### src/design/sfpa_pkg.sv
// Shared constants and types of the sensor frame parser and averager.
package sfpa_pkg;

  // Frame header bytes.
  localparam logic [7:0] HDR_BYTE0 = 8'h42;
  localparam logic [7:0] HDR_BYTE1 = 8'h4D;
  localparam logic [7:0] HDR_BYTE2 = 8'hA0;

  // Command that carries a sensor sample, and the data length such a frame has.
  localparam logic [15:0] CMD_SAMPLE   = 16'h0003;
  localparam int          SAMPLE_BYTES = 5;

  // Default number of stored data bytes per frame.
  localparam int PAYLOAD_DEPTH_DEFAULT = 5;

  // Averaging register.
  localparam int         AVG_LOG2_W     = 3;
  localparam logic [2:0] AVG_LOG2_RESET = 3'd2;

  // Error codes.
  localparam logic [1:0] ERR_NONE     = 2'd0;
  localparam logic [1:0] ERR_OVERFLOW = 2'd1;
  localparam logic [1:0] ERR_CS_HIGH  = 2'd2;
  localparam logic [1:0] ERR_CS_LOW   = 2'd3;

  typedef struct packed {
    logic        value_valid;
    logic [31:0] avg_value;
    logic [1:0]  error_code;
  } result_t;

endpackage

### src/design/sensor_frame_parser_averager_core.sv
// Frame parser and sample averager: byte-wide input, one result per byte.
//
// Usage: received bytes enter on the input channel (in_valid_i, rx_byte_i,
// in_stall_o); every accepted byte produces exactly one result on the output
// channel (out_valid_o, value_valid_o, avg_value_o, error_code_o, out_stall_i).
// A transfer happens on a rising edge where valid is high and stall is low.
// The parser state and the result are both registered on the edge that accepts
// the byte, the result into the output register or, while that is stalled, into
// the skid register; one byte can be taken every cycle while the skid register
// is empty. The sample adder and the checksum adder are combinational.
// When the receiver stalls, the result in the output register holds and one
// further result is caught in a skid register; only while the skid register
// is full does in_stall_o rise. The averaging register (log2 of the number of
// samples per average) is written over the cfg channel, which is always ready.
// Reset clears the parser to header search, the checksum, the sample sum and
// count, both result valid flags, and sets the averaging register to 2.
module sensor_frame_parser_averager_core #(
  parameter int PAYLOAD_DEPTH = sfpa_pkg::PAYLOAD_DEPTH_DEFAULT
) (
  input  logic                          clk_i,
  input  logic                          rst_ni,
  input  logic                          cfg_valid_i,
  output logic                          cfg_ready_o,
  input  logic [sfpa_pkg::AVG_LOG2_W-1:0] cfg_data_i,
  input  logic                          in_valid_i,
  output logic                          in_stall_o,
  input  logic [7:0]                    rx_byte_i,
  output logic                          out_valid_o,
  input  logic                          out_stall_i,
  output logic                          value_valid_o,
  output logic [31:0]                   avg_value_o,
  output logic [1:0]                    error_code_o
);
  import sfpa_pkg::*;

  localparam int CntW = $clog2(PAYLOAD_DEPTH + 1);
  localparam int IdxW = $clog2(PAYLOAD_DEPTH);

  localparam logic [3:0] ST_HDR0 = 4'd0;
  localparam logic [3:0] ST_HDR1 = 4'd1;
  localparam logic [3:0] ST_INST = 4'd2;
  localparam logic [3:0] ST_CMD0 = 4'd3;
  localparam logic [3:0] ST_CMD1 = 4'd4;
  localparam logic [3:0] ST_LEN0 = 4'd5;
  localparam logic [3:0] ST_LEN1 = 4'd6;
  localparam logic [3:0] ST_DATA = 4'd7;
  localparam logic [3:0] ST_CS0  = 4'd8;
  localparam logic [3:0] ST_CS1  = 4'd9;

  logic [AVG_LOG2_W-1:0] avg_log2_q;
  logic [3:0]            state_q, state_d;
  logic [15:0]           cmd_q, cmd_d;
  logic [15:0]           remain_q, remain_d;
  logic [15:0]           csum_q, csum_d;
  logic [CntW-1:0]       stored_q, stored_d;
  logic [7:0]            store_q [PAYLOAD_DEPTH];
  logic                  store_we;
  logic [31:0]           sum_q, sum_d;
  logic [7:0]            count_q, count_d;
  result_t               res;
  result_t               out_q, skid_q;
  logic                  out_valid_q, skid_valid_q;
  logic                  in_fire, out_free;

  assign cfg_ready_o = 1'b1;
  assign in_stall_o  = skid_valid_q;
  assign in_fire     = in_valid_i && !skid_valid_q;
  assign out_free    = !out_valid_q || !out_stall_i;

  always_comb begin
    logic [31:0] sample;
    logic [31:0] sum_inc;
    logic [7:0]  count_inc;
    logic [15:0] len_full;

    state_d    = state_q;
    cmd_d      = cmd_q;
    remain_d   = remain_q;
    stored_d   = stored_q;
    sum_d      = sum_q;
    count_d    = count_q;
    store_we   = 1'b0;
    res        = '0;
    sample     = {store_q[0], store_q[1], store_q[2], store_q[3]};
    sum_inc    = sum_q + sample;
    count_inc  = count_q + 8'd1;
    len_full   = {remain_q[15:8], rx_byte_i};

    if (state_q == ST_HDR0) begin
      csum_d = {8'd0, rx_byte_i};
    end else if (state_q < ST_CS0) begin
      csum_d = csum_q + {8'd0, rx_byte_i};
    end else begin
      csum_d = csum_q;
    end

    case (state_q)
      ST_HDR0: begin
        if (rx_byte_i == HDR_BYTE0) state_d = ST_HDR1;
      end
      ST_HDR1: state_d = (rx_byte_i == HDR_BYTE1) ? ST_INST : ST_HDR0;
      ST_INST: state_d = (rx_byte_i == HDR_BYTE2) ? ST_CMD0 : ST_HDR0;
      ST_CMD0: begin
        cmd_d   = {rx_byte_i, 8'd0};
        state_d = ST_CMD1;
      end
      ST_CMD1: begin
        cmd_d   = {cmd_q[15:8], rx_byte_i};
        state_d = ST_LEN0;
      end
      ST_LEN0: begin
        remain_d = {rx_byte_i, 8'd0};
        state_d  = ST_LEN1;
      end
      ST_LEN1: begin
        remain_d = len_full;
        stored_d = '0;
        state_d  = (len_full != 16'd0) ? ST_DATA : ST_CS0;
      end
      ST_DATA: begin
        if (stored_q < CntW'(PAYLOAD_DEPTH)) begin
          store_we = 1'b1;
          stored_d = stored_q + CntW'(1);
        end else begin
          res.error_code = ERR_OVERFLOW;
        end
        remain_d = remain_q - 16'd1;
        if (remain_d == 16'd0) state_d = ST_CS0;
      end
      ST_CS0: begin
        if (rx_byte_i != csum_q[15:8]) begin
          res.error_code = ERR_CS_HIGH;
        end else begin
          state_d = ST_CS1;
        end
      end
      ST_CS1: begin
        if (rx_byte_i != csum_q[7:0]) begin
          res.error_code = ERR_CS_LOW;
        end else if (cmd_q == CMD_SAMPLE && stored_q == CntW'(SAMPLE_BYTES) &&
                     store_q[SAMPLE_BYTES-1] == 8'd0) begin
          // Emit the average once the count reaches the configured power of two.
          if (count_inc == (8'd1 << avg_log2_q)) begin
            res.value_valid = 1'b1;
            res.avg_value   = sum_inc >> avg_log2_q;
            sum_d           = '0;
            count_d         = '0;
          end else begin
            sum_d   = sum_inc;
            count_d = count_inc;
          end
        end
        state_d = ST_HDR0;
      end
      default: state_d = ST_HDR0;
    endcase
  end

  always_ff @(posedge clk_i or negedge rst_ni) begin
    if (!rst_ni) begin
      avg_log2_q <= AVG_LOG2_RESET;
    end else if (cfg_valid_i && cfg_ready_o) begin
      avg_log2_q <= cfg_data_i;
    end
  end

  always_ff @(posedge clk_i or negedge rst_ni) begin
    if (!rst_ni) begin
      state_q  <= ST_HDR0;
      cmd_q    <= '0;
      remain_q <= '0;
      csum_q   <= '0;
      stored_q <= '0;
      sum_q    <= '0;
      count_q  <= '0;
    end else if (in_fire) begin
      state_q  <= state_d;
      cmd_q    <= cmd_d;
      remain_q <= remain_d;
      csum_q   <= csum_d;
      stored_q <= stored_d;
      sum_q    <= sum_d;
      count_q  <= count_d;
    end
  end

  always_ff @(posedge clk_i) begin
    if (in_fire && store_we) begin
      store_q[stored_q[IdxW-1:0]] <= rx_byte_i;
    end
  end

  // Output register with one skid entry behind it.
  always_ff @(posedge clk_i or negedge rst_ni) begin
    if (!rst_ni) begin
      out_valid_q  <= 1'b0;
      skid_valid_q <= 1'b0;
    end else if (out_free) begin
      if (skid_valid_q) begin
        out_valid_q  <= 1'b1;
        skid_valid_q <= 1'b0;
      end else begin
        out_valid_q <= in_fire;
      end
    end else if (in_fire) begin
      skid_valid_q <= 1'b1;
    end
  end

  always_ff @(posedge clk_i) begin
    if (out_free) begin
      if (skid_valid_q) begin
        out_q <= skid_q;
      end else if (in_fire) begin
        out_q <= res;
      end
    end else if (in_fire) begin
      skid_q <= res;
    end
  end

  assign out_valid_o   = out_valid_q;
  assign value_valid_o = out_q.value_valid;
  assign avg_value_o   = out_q.avg_value;
  assign error_code_o  = out_q.error_code;

`ifndef NO_ASSERTIONS
  a_skid_behind_out: assert property (@(posedge clk_i) disable iff (!rst_ni)
    skid_valid_q |-> out_valid_q)
    else $error("skid entry held while output register is empty");

  a_avg_no_error: assert property (@(posedge clk_i) disable iff (!rst_ni)
    (out_valid_q && out_q.value_valid) |-> (out_q.error_code == ERR_NONE))
    else $error("average emitted together with an error");

  a_state_range: assert property (@(posedge clk_i) disable iff (!rst_ni)
    state_q <= ST_CS1)
    else $error("parser state out of range");

  a_stored_bound: assert property (@(posedge clk_i) disable iff (!rst_ni)
    stored_q <= CntW'(PAYLOAD_DEPTH))
    else $error("stored byte count beyond payload depth");

  a_stall_holds_out: assert property (@(posedge clk_i) disable iff (!rst_ni)
    (out_valid_q && out_stall_i) |=> (out_valid_q && $stable(out_q)))
    else $error("stalled result changed");
`endif

endmodule
### config.mk
export PLATFORM = sky130hd
export DESIGN_NAME = sensor_frame_parser_averager_core
export DESIGN_NICKNAME = d
export VERILOG_FILES = /design/src/design/sfpa_pkg.sv /design/src/design/sensor_frame_parser_averager_core.sv
export SDC_FILE = /design/constraint.sdc
export NUM_CORES = 1
export LEC_CHECK = 0
export ABC_AREA = 1
export CAP_MARGIN = 10
export CORE_MARGIN = 4
export CORE_UTILIZATION = 50
export CTS_BUF_LIST = sky130_fd_sc_hd__clkbuf_8
export CTS_CLUSTER_DIAMETER = 200
export DETAILED_ROUTE_END_ITERATION = 16
export DONT_BUFFER_PORTS = 1
export HOLD_SLACK_MARGIN = 0.1
export PLACE_DENSITY_LB_ADDON = 0.1
export SETUP_SLACK_MARGIN = 0.05
export SYNTH_ARGS = -nofsm -noshare
export SYNTH_HDL_FRONTEND = slang
export SYNTH_SLANG_ARGS = --single-unit
### constraint.sdc
create_clock -name clk_i -period 3.6 [get_ports clk_i]
set_clock_uncertainty 0.2 [all_clocks]
set_input_delay 0.72 -clock clk_i [delete_from_list [all_inputs] [get_ports clk_i]]
set_output_delay 0.72 -clock clk_i [all_outputs]
set_load 0.1 [all_outputs]
# Word-level counts from Yosys, hierarchy flattened
# Memories as Yosys holds them, arrays and structs flattened.
# Cells that the tools add are included.
dict set report op_classes {
  order_cmp 2
  bitwise_logic 4
  eq_ne 21
  n_mul 0
  reduce_logical 29
  n_addsub 5
  mux 32
  n_shift 2
  div 0
}
# op count
set ops {}
lappend ops {{33-bit two-way mux} 4}
lappend ops {{35-bit two-way mux} 2}
lappend ops {{16-bit case mux with 3 select lines} 1}
lappend ops {{4-bit case mux with 9 select lines} 1}
lappend ops {{32-bit adder} 1}
lappend ops {{16-bit two-way mux} 2}
lappend ops {{32-bit two-way mux} 1}
lappend ops {{16-bit case mux with 2 select lines} 1}
lappend ops {{32-bit by 3-bit >> shifter with 32-bit output} 1}
lappend ops {{16-bit by 8-bit adder with 16-bit output} 1}
lappend ops {{16-bit by 2-bit == test with 1-bit output, second input constant} 1}
lappend ops {{4-bit by 3-bit == test with 1-bit output, second input constant} 4}
lappend ops {{8-bit by 7-bit == test with 1-bit output, second input constant} 2}
lappend ops {{16-bit zero test} 1}
lappend ops {{4-bit two-way mux} 4}
lappend ops {{8-bit != test} 2}
lappend ops {{16-bit nonzero test} 1}
lappend ops {{16-bit by 1-bit subtractor with 16-bit output, second input constant} 1}
lappend ops {{2-bit nonzero test} 6}
lappend ops {{2-bit AND reduction} 5}
lappend ops {{3-bit AND reduction} 3}
lappend ops {{8-bit by 1-bit adder with 8-bit output, second input constant} 1}
lappend ops {{4-bit by 2-bit == test with 1-bit output, second input constant} 2}
lappend ops {{4-bit == test, second input constant} 2}
lappend ops {{24 further kinds} 45}
dict set report word_totals {
  inputBits 16
  ram_bits 40
  latchBits 0
  wordCells 114
  out_inout_bits 38
  reg_bits 170
  rom_bits 0
  mem_count 1
}
# name words word_bits read_ports rd_clocked_by_memory_dff wr line
set mem_list {}
lappend mem_list {store_q 5 8 5 0 1 sensor_frame_parser_averager_core.sv:56} ;# logic [7:0] store_q [PAYLOAD_DEPTH];

# Depth between registers and ports, before layout
# Gate-level depths: netlist of the first run.
# An unclocked memory read counts as a cell.
dict set report depth {
  ltp_word 9
  mapped_depth 19
}

# Worst setup path after synthesis of the first run
# Ideal clock, no wire load.
dict set report synth_timing {
  kind {flip-flop to flip-flop}
  startpoint {register skid_valid_q, in the netlist in_stall_o}
  endpoint {register out_q, in the netlist avg_value_o[0], enable pin}
  synth_period_minus_slack_ns 3.557
  stages_incl_launch_ff 3
  path_buffers 0
  slack_ns 0.043
  setup_ns 0.439
  t_required_ns 2.961
  arrival_ns 2.918
  cell_sequence {dfrtp_1 > nor2_1 > a21oi_1}
}
dict set report synth_between {
  elab_chain_cells 4
}
# element line
set synth_rtl {}
lappend synth_rtl {{from (decl)} sensor_frame_parser_averager_core.sv:62} ;# logic out_valid_q, skid_valid_q;
lappend synth_rtl {{from (signal assigned)} sensor_frame_parser_averager_core.sv:197} ;# skid_valid_q <= 1'b0;
lappend synth_rtl {{from (signal assigned)} sensor_frame_parser_averager_core.sv:201} ;# skid_valid_q <= 1'b0;
lappend synth_rtl {{from (signal assigned)} sensor_frame_parser_averager_core.sv:206} ;# skid_valid_q <= 1'b1;
lappend synth_rtl {{1-bit zero test} sensor_frame_parser_averager_core.sv:67} ;# assign in_fire = in_valid_i && !skid_valid_q;
lappend synth_rtl {{1-bit logical AND} sensor_frame_parser_averager_core.sv:67}
lappend synth_rtl {{2-bit nonzero test (no source line) (*)} --}
lappend synth_rtl {{2-bit AND reduction (no source line) (*)} --}
lappend synth_rtl {{to (signal assigned)} sensor_frame_parser_averager_core.sv:213} ;# out_q <= skid_q;
lappend synth_rtl {{to (signal assigned)} sensor_frame_parser_averager_core.sv:215} ;# out_q <= res;
lappend synth_rtl {{to (decl)} sensor_frame_parser_averager_core.sv:61} ;# result_t out_q, skid_q;
# Every way passes the cells marked *; elsewhere a longest branch is shown, timed or not.
# A chain may end at the register's enable or synchronous reset.

# Worst setup path after layout of the first run
dict set report layout_timing {
  startpoint {register sum_q[2]}
  endpoint {register out_q, in the netlist avg_value_o[25] (data pin)}
}
dict set report layout_between {
  elab_chain_cells 8
}
# element line
set layout_rtl {}
lappend layout_rtl {{from (decl)} sensor_frame_parser_averager_core.sv:58} ;# logic [31:0] sum_q, sum_d;
lappend layout_rtl {{from (signal assigned)} sensor_frame_parser_averager_core.sv:182} ;# sum_q <= sum_d;
lappend layout_rtl {{32-bit adder} sensor_frame_parser_averager_core.sv:85} ;# sum_inc = sum_q + sample;
lappend layout_rtl {{32-bit by 3-bit >> shifter with 32-bit output} sensor_frame_parser_averager_core.sv:145} ;# res.avg_value = sum_inc >> avg_log2_q;
lappend layout_rtl {{33-bit two-way mux} sensor_frame_parser_averager_core.sv:143} ;# if (count_inc == (8'd1 << avg_log2_q)) begin
lappend layout_rtl {{33-bit two-way mux} sensor_frame_parser_averager_core.sv:140} ;# end else if (cmd_q == CMD_SAMPLE && stored_q == CntW'(SAMPLE_BYTES) &&
lappend layout_rtl {{33-bit two-way mux} sensor_frame_parser_averager_core.sv:138} ;# if (rx_byte_i != csum_q[7:0]) begin
lappend layout_rtl {{33-bit two-way mux} sensor_frame_parser_averager_core.sv:97} ;# case (state_q)
lappend layout_rtl {{35-bit two-way mux} sensor_frame_parser_averager_core.sv:214} ;# end else if (in_fire) begin
lappend layout_rtl {{35-bit two-way mux} sensor_frame_parser_averager_core.sv:212} ;# if (skid_valid_q) begin
# No other way between the ends. The select of a mux whose other input is x is not followed.

==> results by stage, run 1 <==
Status:
- The run finished with clean final reports.

Route:
- The count of nets left with antenna violations once routing finished came out at 0.
- The average wire per standard cell is ~17 microns.
- The average via count per standard cell is 5.33.
- The routed via count is approximately 12k.
- The wire length reported by the detailed router is about 37000 microns.
- The count of routing violations after the opening detailed-route iteration is 1025.
- The count of unresolved DRC violations after routing is 0.
- The pre-antenna-repair detailed-routing pass consisted of 6 iterations.

Layout:
- The library cells used most frequently in the layout, excluding fill and tap cells, are nand2_1, inv_1, nand3_1.
- The number of antenna diodes in the final layout is 0.
- The post-route non-filler standard cell count is about 2.2k.
- The library cell used most frequently in the layout, excluding fill and tap cells, is nand2_1.
- The fill cell instance count of the final layout is approximately 2.5k.
- The area growth from synthesis to final layout is 9.65%.
- The share of final-layout standard cells stronger than drive strength 1 is 7.16%.
- The final-stage net count is 1865.

Placement:
- The number of port buffers is 0.
- The congestion estimate from routability-driven global placement came to between 0.9 and 1.
- The post-placement worst setup slack is 0.326 ns.
- The wire-length estimate of the detail-placed layout is roughly 27000 microns.
- Including well taps, the total number of placed cells is around 2.1k.

STA:
- The final-report hold violation count was 0.
- After layout, the worst path uses between 80 and 90% of the clock period.
- Setup repair after global routing left no endpoint under its margin.
- Based on the critical path, the design can be clocked at up to around 320 MHz.
- The post-route setup TNS is 0 ns.
- The least setup slack across all paths after layout is about 0.46 ns.
- The headroom to the max-slew limit is between 30% and 40%.
- The number of setup violations in the final report is 0.
- The final hold slack is ~0.13 ns.
- For the pin with the worst max-slew slack, the measured transition is 0.928 ns.
- The minimum clock period is 3.14 ns.
- The number of pins exceeding their max-slew limit in the final report came to 0.

Clock network:
- The clock reaches the later pin of the worst-skew pair after 0.54 ns.
- The number of CTS-inserted buffers is 39.
- The clock slew seen by the registers of the worst setup and hold paths is roughly 0.06 ns.
- The deepest level of the CTS H-tree is 2.
- The tree is rooted in a clkbuf_8.
- TritonCTS built the clock tree.
- The longest clock path from root to sink contains 3 buffers.
- The post-CTS setup-driven buffer insertion count is 0.
- CTS saw 210 sinks.

Logic synthesis:
- Summing every instance area after synthesis gives 13300 sq um.
- The average instance in the mapped netlist occupies ~7.5 sq um.
- Yosys printed 0 warnings.
- Synthesis produced 1771 cells.
- Yosys mapped the design onto 53 distinct sky130hd cell types.
- The number of nets produced by synthesis is 1833.
- After synthesis the netlist holds a flip-flop and latch count of 210.
- Sequential cells were found to cover 43.8% of the synthesized design area.

Floorplan:
- The width of the chip is about 170 microns.
- The die covers 29200 sq um.
- For this configuration, the core starts out at a cell density of 50.9%.
- The row count is 59.
- In this run the count of I/O pins placed on the die edge is 54.
- The core area is 26100 sq um.
- Measured along the y axis, the die boundary spans ~170 microns.

Worst setup path:
- The most critical setup path has its endpoint at avg_value_o[25].
- The type of element capturing the critical path is a flip-flop.
- The required time of the critical path is roughly 3.7 ns.
- The critical path starts at sum_q[2].
- The capturing point of the worst reg2reg path is avg_value_o[25].
- Of all nets on the critical path, the largest fanout is 6.
- The worst setup path is launched from a flip-flop.
- The number of cells on the worst reg-to-reg path is 15.
- The critical path arrival is 3.24 ns.
- The setup check on the worst reg-to-reg path leaves a slack of about 0.46 ns.
- The worst setup path category is reg -> reg.
- The start of the worst register-to-register path is sum_q[2].

Power and ir drop:
- The cell area power density is around 450 nW/um^2.
- IR analysis of the VDD net gives a maximum drop of 0.000388 V.
- For this design the static power due to leakage is around 0.0073 uW.

Global route:
- The via count of the first global-routing pass is between 10k and 15k.
- The number of antenna violations at the first check in global routing is 0.
- The overflow left after global routing is 0.
- The total global routing track utilization is around a quarter.
- The global-route wire length before repair is between 50000 and 60000 microns.
- The pin count of the biggest net entering global routing is between 100 and 150.

Run:
- The max-cap violation count is 0.

Min path:
- The kind of path behind the tightest hold check is in -> reg.
[per-layer routing]
metal,part of all wire (%),track usage [%]
met3,5.1,3.84
met1,45,35.2
met2,47,42.7
met4,2.7,7.65
met5,0,0
[worst max-delay path, stage by stage (launching register included)]
cell	delay (ns)
dfrtp_1	0.39
ha_1	0.39
nand2_1	0.11
nand3_1	0.18
nand2_1	0.10
nand2_1	0.15
nand2_1	0.10
nand2_1	0.11
nand2_1	0.11
nand3b_1	0.19
nand3_1	0.38
nand2_1	0.16
nand3_1	0.13
nand3_1	0.08
nand2_1	0.08
inv_1	0.03
[Yosys cell counts (all sizes together)]
master,number,area [sq um]
clkinv,2,8.75
nand3b,4,30.0
o21a,1,7.51
nand2,541,2040
o31ai,1,7.51
inv,263,990
a221oi,1,8.76
and2,4,25.0
dfstp,1,26.3
o21bai,1,7.51
o211ai,5,37.5
fa,2,40.0
nand4,31,194
o21ai,103,516
or2,26,163
xnor2,9,78.8
buf,20,138
edfxtp,110,3300
and3,1,6.26
clkbuf,24,90.1
dfrtp,99,2480
o22a,1,8.76
a2bb2oi,4,35.0
a22o,2,17.5
xor2,29,254
a22oi,4,30.0
ha,44,551
nor2,132,538
a31oi,8,50.1
nand3,207,1060
nor3,20,126
o22ai,12,75.1
nor4,11,68.8
mux2i,1,10.0
a21oi,45,225
conb,1,3.75
a21o,1,7.51
[per-stage QoR]
step | area (sq um) | power (uW) | util (%)
after floorplan | 13300 | 3930 | -
after global placement | 13600 | 4170 | 52.4
after detailed placement | 13600 | 4190 | 52.4
after CTS | 14500 | 6540 | 55.8
after global routing | 14500 | 6830 | 55.8
final | 14500 | 6480 | 55.8
[report_power, final]
part           total (uW)  switching (uW)  internal [uW]  leakage, uW
Clock                2280            1010           1260     0.000438
Sequential           3130             390           2740      0.00226
Combinational        1080             724            357      0.00458
[timing repair]
action,CTS,global route
gates resized for setup,0,0
endpoints found under the hold margin,142,0
hold buffers,11,0
[state kept, by name (all words and copies together), names as in the netlist]
register       count
in_stall_o         1
skid_q            35
count_q            8
cmd_q             16
out_valid_o        1
avg_value_o       32
value_valid_o      1
sum_q             32
error_code_o       2
csum_q            16
remain_q          16
stored_q           3
avg_log2_q         3
store_q           40
state_q            4
[cell type report]
cell class                 instances  area [sq um]  share of cell area (%)
multi-input combinational       1252          6240                    42.9
tap                              335           419                    2.88
clock inverter                    24           155                    1.07
sequential                       210          5810                    40.0
timing repair buffer              35           308                    2.12
clock buffer                      44           606                    4.17
inverter                         265           998                    6.87
[logic make-up (layout without fill, tap and decap cells)]
kind of cell    count (synthesis)  in the layout  synth area share, %
simple gates                  977            977                 32.1
fa+ha+maj                      46             46                 4.45
compound gates                189            189                 7.80
buf+inv                       309            368                 9.25
other cells                     1              1               0.0283
xor+xnor                       38             38                 2.51
flops                         210            210                 43.8
mux                             1              1               0.0755
[worst min path at each step]
stage	start	endpoint	slack, ns	depth (start not counted)
finish	cfg_valid_i	avg_log2_q[2]	0.13	1
global route	rx_byte_i[5]	remain_q[13]	0.13	2
CTS	cfg_valid_i	avg_log2_q[2]	0.10	1
detailed placement	rst_ni	sum_q[24]	0.23	0
global placement	rst_ni	sum_q[31]	0.23	0
floorplan	rst_ni	avg_log2_q[0]	0.22	0
No activity file was read; power rests on OpenSTA's default activity.
==> inputs of run 2 (changes only) <==
ABC_AREA = default   (was 1)
ABC_CLOCK_PERIOD_IN_PS = 3600   (was default)
SKIP_LAST_GASP = 1   (was default)
==> run 2 against run 1 <==
Worst setup slack got worse by 0.36 ns. Final cell count decreased by 20%. Critical endpoint is now avg_value_o[15]. Register-to-register slack got worse by 0.36 ns. Global-route usage decreased by 0.91 points. Flip-flop and latch count unchanged. Fmax decreased by 10%. Clock power increased by 2%. Sequential share of layout area decreased by 0.75 points. Wire length decreased by 5.7%.
==> results by stage, run 2 <==
Worst setup path:
- The capturing point of the worst reg2reg path is avg_value_o[15].
- The number of cells traversed by the worst register-to-register path is 12 (-3).
- The largest individual stage delay along the critical path comes from the cell mux4_2.
- Broken down by cell family, the worst path's largest delay share belongs to compound AO/OA/AOI/OAI gates.
- The highest fanout seen on the critical path came to 5 (-1).
- The required time of the critical path is 3.68 ns (-0.02 ns).
- The delay of the slowest cell on the worst path is 0.47 ns (+0.08 ns).
- The total buffers and inverters traversed by the critical path is 1 (unchanged).
- The type of element capturing the critical path is a flip-flop.
- The logic depth of the worst setup path including buffers is 12 (-3).
- STA classifies the critical path startpoint as a flip-flop.
- The setup path with the least slack is of type reg -> reg.
- The critical path arrival was 3.58 ns (+0.34 ns).
- The worst reg-to-reg setup slack is 0.1 ns (-0.36 ns).
- Traced cell by cell, the critical path runs through ha_1, inv_1, fa_2, nand2b_4, a21oi_4, o311a_4, nor2_1, o31a_2, xnor2_2, mux4_2, mux2_2, a31o_2.
- In this run the critical register-to-register path is launched from sum_q[0].

Min path:
- The kind of path behind the tightest hold check is in -> reg.
- For hold timing, the worst endpoint is cmd_q[3].
- The worst hold path cell count is 1 (unchanged).
- The hold path startpoint is rx_byte_i[3].

Power and ir drop:
- The maximum vdd drop was 0.000415 V (+7.1%).
- The cell leakage power came to 0.00601 uW (-17%).
- The cell area power density is 510 nW/um^2 (+14%).

Layout:
- The flip-flop count of the largest register after layout is 40 (unchanged).
- The final-stage net count was 1443 (-23%).
- The post-route cell area was 14800 sq um (+1.9%).
- Leaving out fill and tap cells, the most frequent cell in the layout is nand2_1.
- The antenna cell count is 0 (unchanged).
- From synthesis to final layout, the design area changed by 16.0%.
- The share of final-layout standard cells stronger than drive strength 1 is 18.3% (+11 points).
- The library cells used most frequently in the layout, excluding fill and tap cells, are nand2_1, nor2_1, edfxtp_1.
- The post-route non-filler standard cell count is 1741 (-20%).

STA:
- The headroom to the max-slew limit is 35.1% (-3.2 points).
- The minimum clock period came to 3.50 ns (+0.361 ns).
- Setup repair after global routing could not meet its margin everywhere.
- The number of pins exceeding their max-slew limit in the final report is 0 (unchanged).
- The share of the cycle needed by the critical path after routing came to 97.3% (+10 points).
- The worst-margin pin slew is 0.976 ns (+0.0476 ns).
- The final-report hold violation count is 0 (unchanged).
- The timing-limited maximum frequency is 285 MHz (-10%).
- The number of setup violations in the final report was 0 (unchanged).
- The least setup slack across all paths after layout was 0.0973 ns (-0.361 ns).

Floorplan:
- The row count is 58 (-1.7%).
- The width of the chip is 168 microns (-1.8%).
- The vertical die dimension is 168 microns (-1.8%).
- The initial cell density of the core is 50.7% (-0.15 points).
- The core area came to 25200 sq um (-3.4%).
- The total die area is 28200 sq um (-3.5%).
- The total I/O pin count is 54 (unchanged).

Clock network:
- The deepest level of the CTS H-tree is 2 (unchanged).
- The clock slew seen by the registers of the worst setup and hold paths is 0.06 ns (about the same).
- The number of CTS-inserted buffers is 38 (-2.6%).
- The TritonCTS clock tree is built.
- The clock root buffer master is clkbuf_8.
- The buffer levels on the longest clock path is 3 (unchanged).
- The clock sink count is 210 (unchanged).
- The later-pin clock latency in the skew report is 0.53 ns (about the same).

Logic synthesis:
- The count of flip-flops with a built-in enable after synthesis is 110 (unchanged).
- The area share of the leading cell type in the synthesized netlist is 25.9% (+0.94 points).
- The number of nets produced by synthesis is 1378 (-25%).
- The fraction of synthesis flops using an asynchronous set or reset pin came to 47.6% (unchanged).
- Sorting the synthesized cells by area gives the leading types as edfxtp_1, dfrtp_1, nand2_1, ha_1, o21ai_0.
- The post-synthesis instance area was 12800 sq um (-3.6%).
- The mean cell area of the mapped netlist is 9.71 sq um (+30%).
- In the post-synthesis netlist, the cell with the most instances is nand2_1.
- The library cell occupying the most area in the post-synthesis netlist is edfxtp_1.
- The number of library cell types mapped by synthesis was 94 (+77%).
- For this run, the leading register cell type out of synthesis is edfxtp_1.
- The flip-flop and latch count after synthesis is 210 (unchanged).
- In the synthesized netlist, the cells that appear most often are nand2_1, nor2_1, edfxtp_1, dfrtp_1, o21ai_0.
- The post-synthesis cell count came to 1316 (-26%).
- The sequential-to-total area share from yosys stat is 45.5% (+1.7 points).
- The yosys synthesis warning count is 0 (unchanged).

Route:
- The post-route antenna net violation count is 0 (unchanged).
- The count of routing violations after the opening detailed-route iteration is 644 (-37%).
- The count of unresolved DRC violations after routing is 0 (unchanged).
- The average wire per standard cell is 20.2 microns (+17%).
- The routed via count is 10.3k (-11%).
- The average via count per standard cell is 5.92 (+11%).
- The first-pass detailed-route iteration total is 4 (-2).
- The wire length reported by the detailed router is 35200 microns (-5.7%).

Placement:
- The total instance count after detailed placement is 1653 (-21%).
- The half-perimeter wire length after detailed placement was 24900 microns (-8.2%).
- The post-placement worst setup slack came to -0.0564 ns (-0.383 ns).
- The number of port buffers is 0 (unchanged).
- The routability congestion estimate from global placement is 0.939 (-5.5%).
- The placed standard-cell area is 13600 sq um (-0.58%).

Global route:
- The overflow left after global routing came to 0 (unchanged).
- The number of antenna violations at the first check in global routing is 0 (unchanged).
- The pin count of the biggest net entering global routing is 101 (unchanged).
- The total global routing track utilization is 24.8% (-0.91 points).
- The global-route wire length before repair is 56700 microns (-3.8%).
- The via count of the first global-routing pass is 10.4k (-6.3%).

Status:
- The flow ran to the end, and the final reports show no timing, DRC or antenna violations.

Run:
- The max-cap violation count came to 0 (unchanged).
## run 2: cell count changes after synthesis, moves of 14 or more
cell,change
nand4_1,-15
o31ai_1,+24
or2_2,-22
a21oi_1,+38
inv_1,-231
xnor2_1,+28
a211oi_1,+15
mux2i_1,+41
nand2_1,-364
clkbuf_1,+36
nand3_1,-174
mux2_2,+14
## run 2: final cells by class
class	instances	area [sq um]
clock buffer	46	633
clock inverter	24	164
fill	2171	10400
inverter	31	116
multi-input combinational	997	6830
sequential	210	5810
tap	330	413
timing repair buffer	103	851
## run 2: how the worst max path moves through the flow
| stage | startpoint | end | slack, ns |
|---|---|---|---|
| 3_3_place_gp | sum_q[0] | avg_value_o[15] | -0.0006 |
| 4_1_cts | sum_q[0] | avg_value_o[15] | 0.02 |
| 3_5_place_dp | sum_q[0] | avg_value_o[15] | -0.06 |
| 2_1_floorplan | in_stall_o | store_q[4][0] | 0.05 |
| 6_report | sum_q[0] | avg_value_o[15] | 0.1 |
| 5_1_grt | sum_q[0] | avg_value_o[15] | -0.03 |
## run 2: repair_timing
action,4_1_cts,5_1_grt
endpoints found under the hold margin,143,2
pin swaps,2,11
setup buffers,0,4
hold buffers,12,2
setup endpoints to repair,12,51
resized for setup,7,50
## run 2: cell families after synthesis
logic type	share of synthesized area, %
compound gates	18.2
simple gates	17.1
other cells	0.0294
fa+ha+maj	4.62
flops	45.5
mux	6.96
buf+inv	3.38
xor+xnor	4.24
## run 2: per-stage QoR
step           utilization (%)  hold WS [ns]  total power [uW]  setup TNS, ns
2_1_floorplan                -         0.224              4730              0
3_3_place_gp              53.9         0.232              5170      -0.000623
3_5_place_dp              53.9         0.233              5200        -0.0564
4_1_cts                   57.7         0.106              7590              0
5_1_grt                   58.8         0.101              8020        -0.0540
6_report                  58.8         0.134              7560              0
## run 2: per-layer routing
metal	wire length [microns]	GRT usage, %	share of wire (%)
met5	0	0	0
met4	1230	8.89	3.5
met3	1530	3.78	4.3
met2	17700	43.5	50
met1	14700	31.2	42
## run 2: report_power, final
part	leakage [uW]	internal, uW	total [uW]	switching (uW)
Sequential	0.00235	2860	3380	527
Clock	0.000453	1310	2320	1010
Combinational	0.00321	771	1860	1090
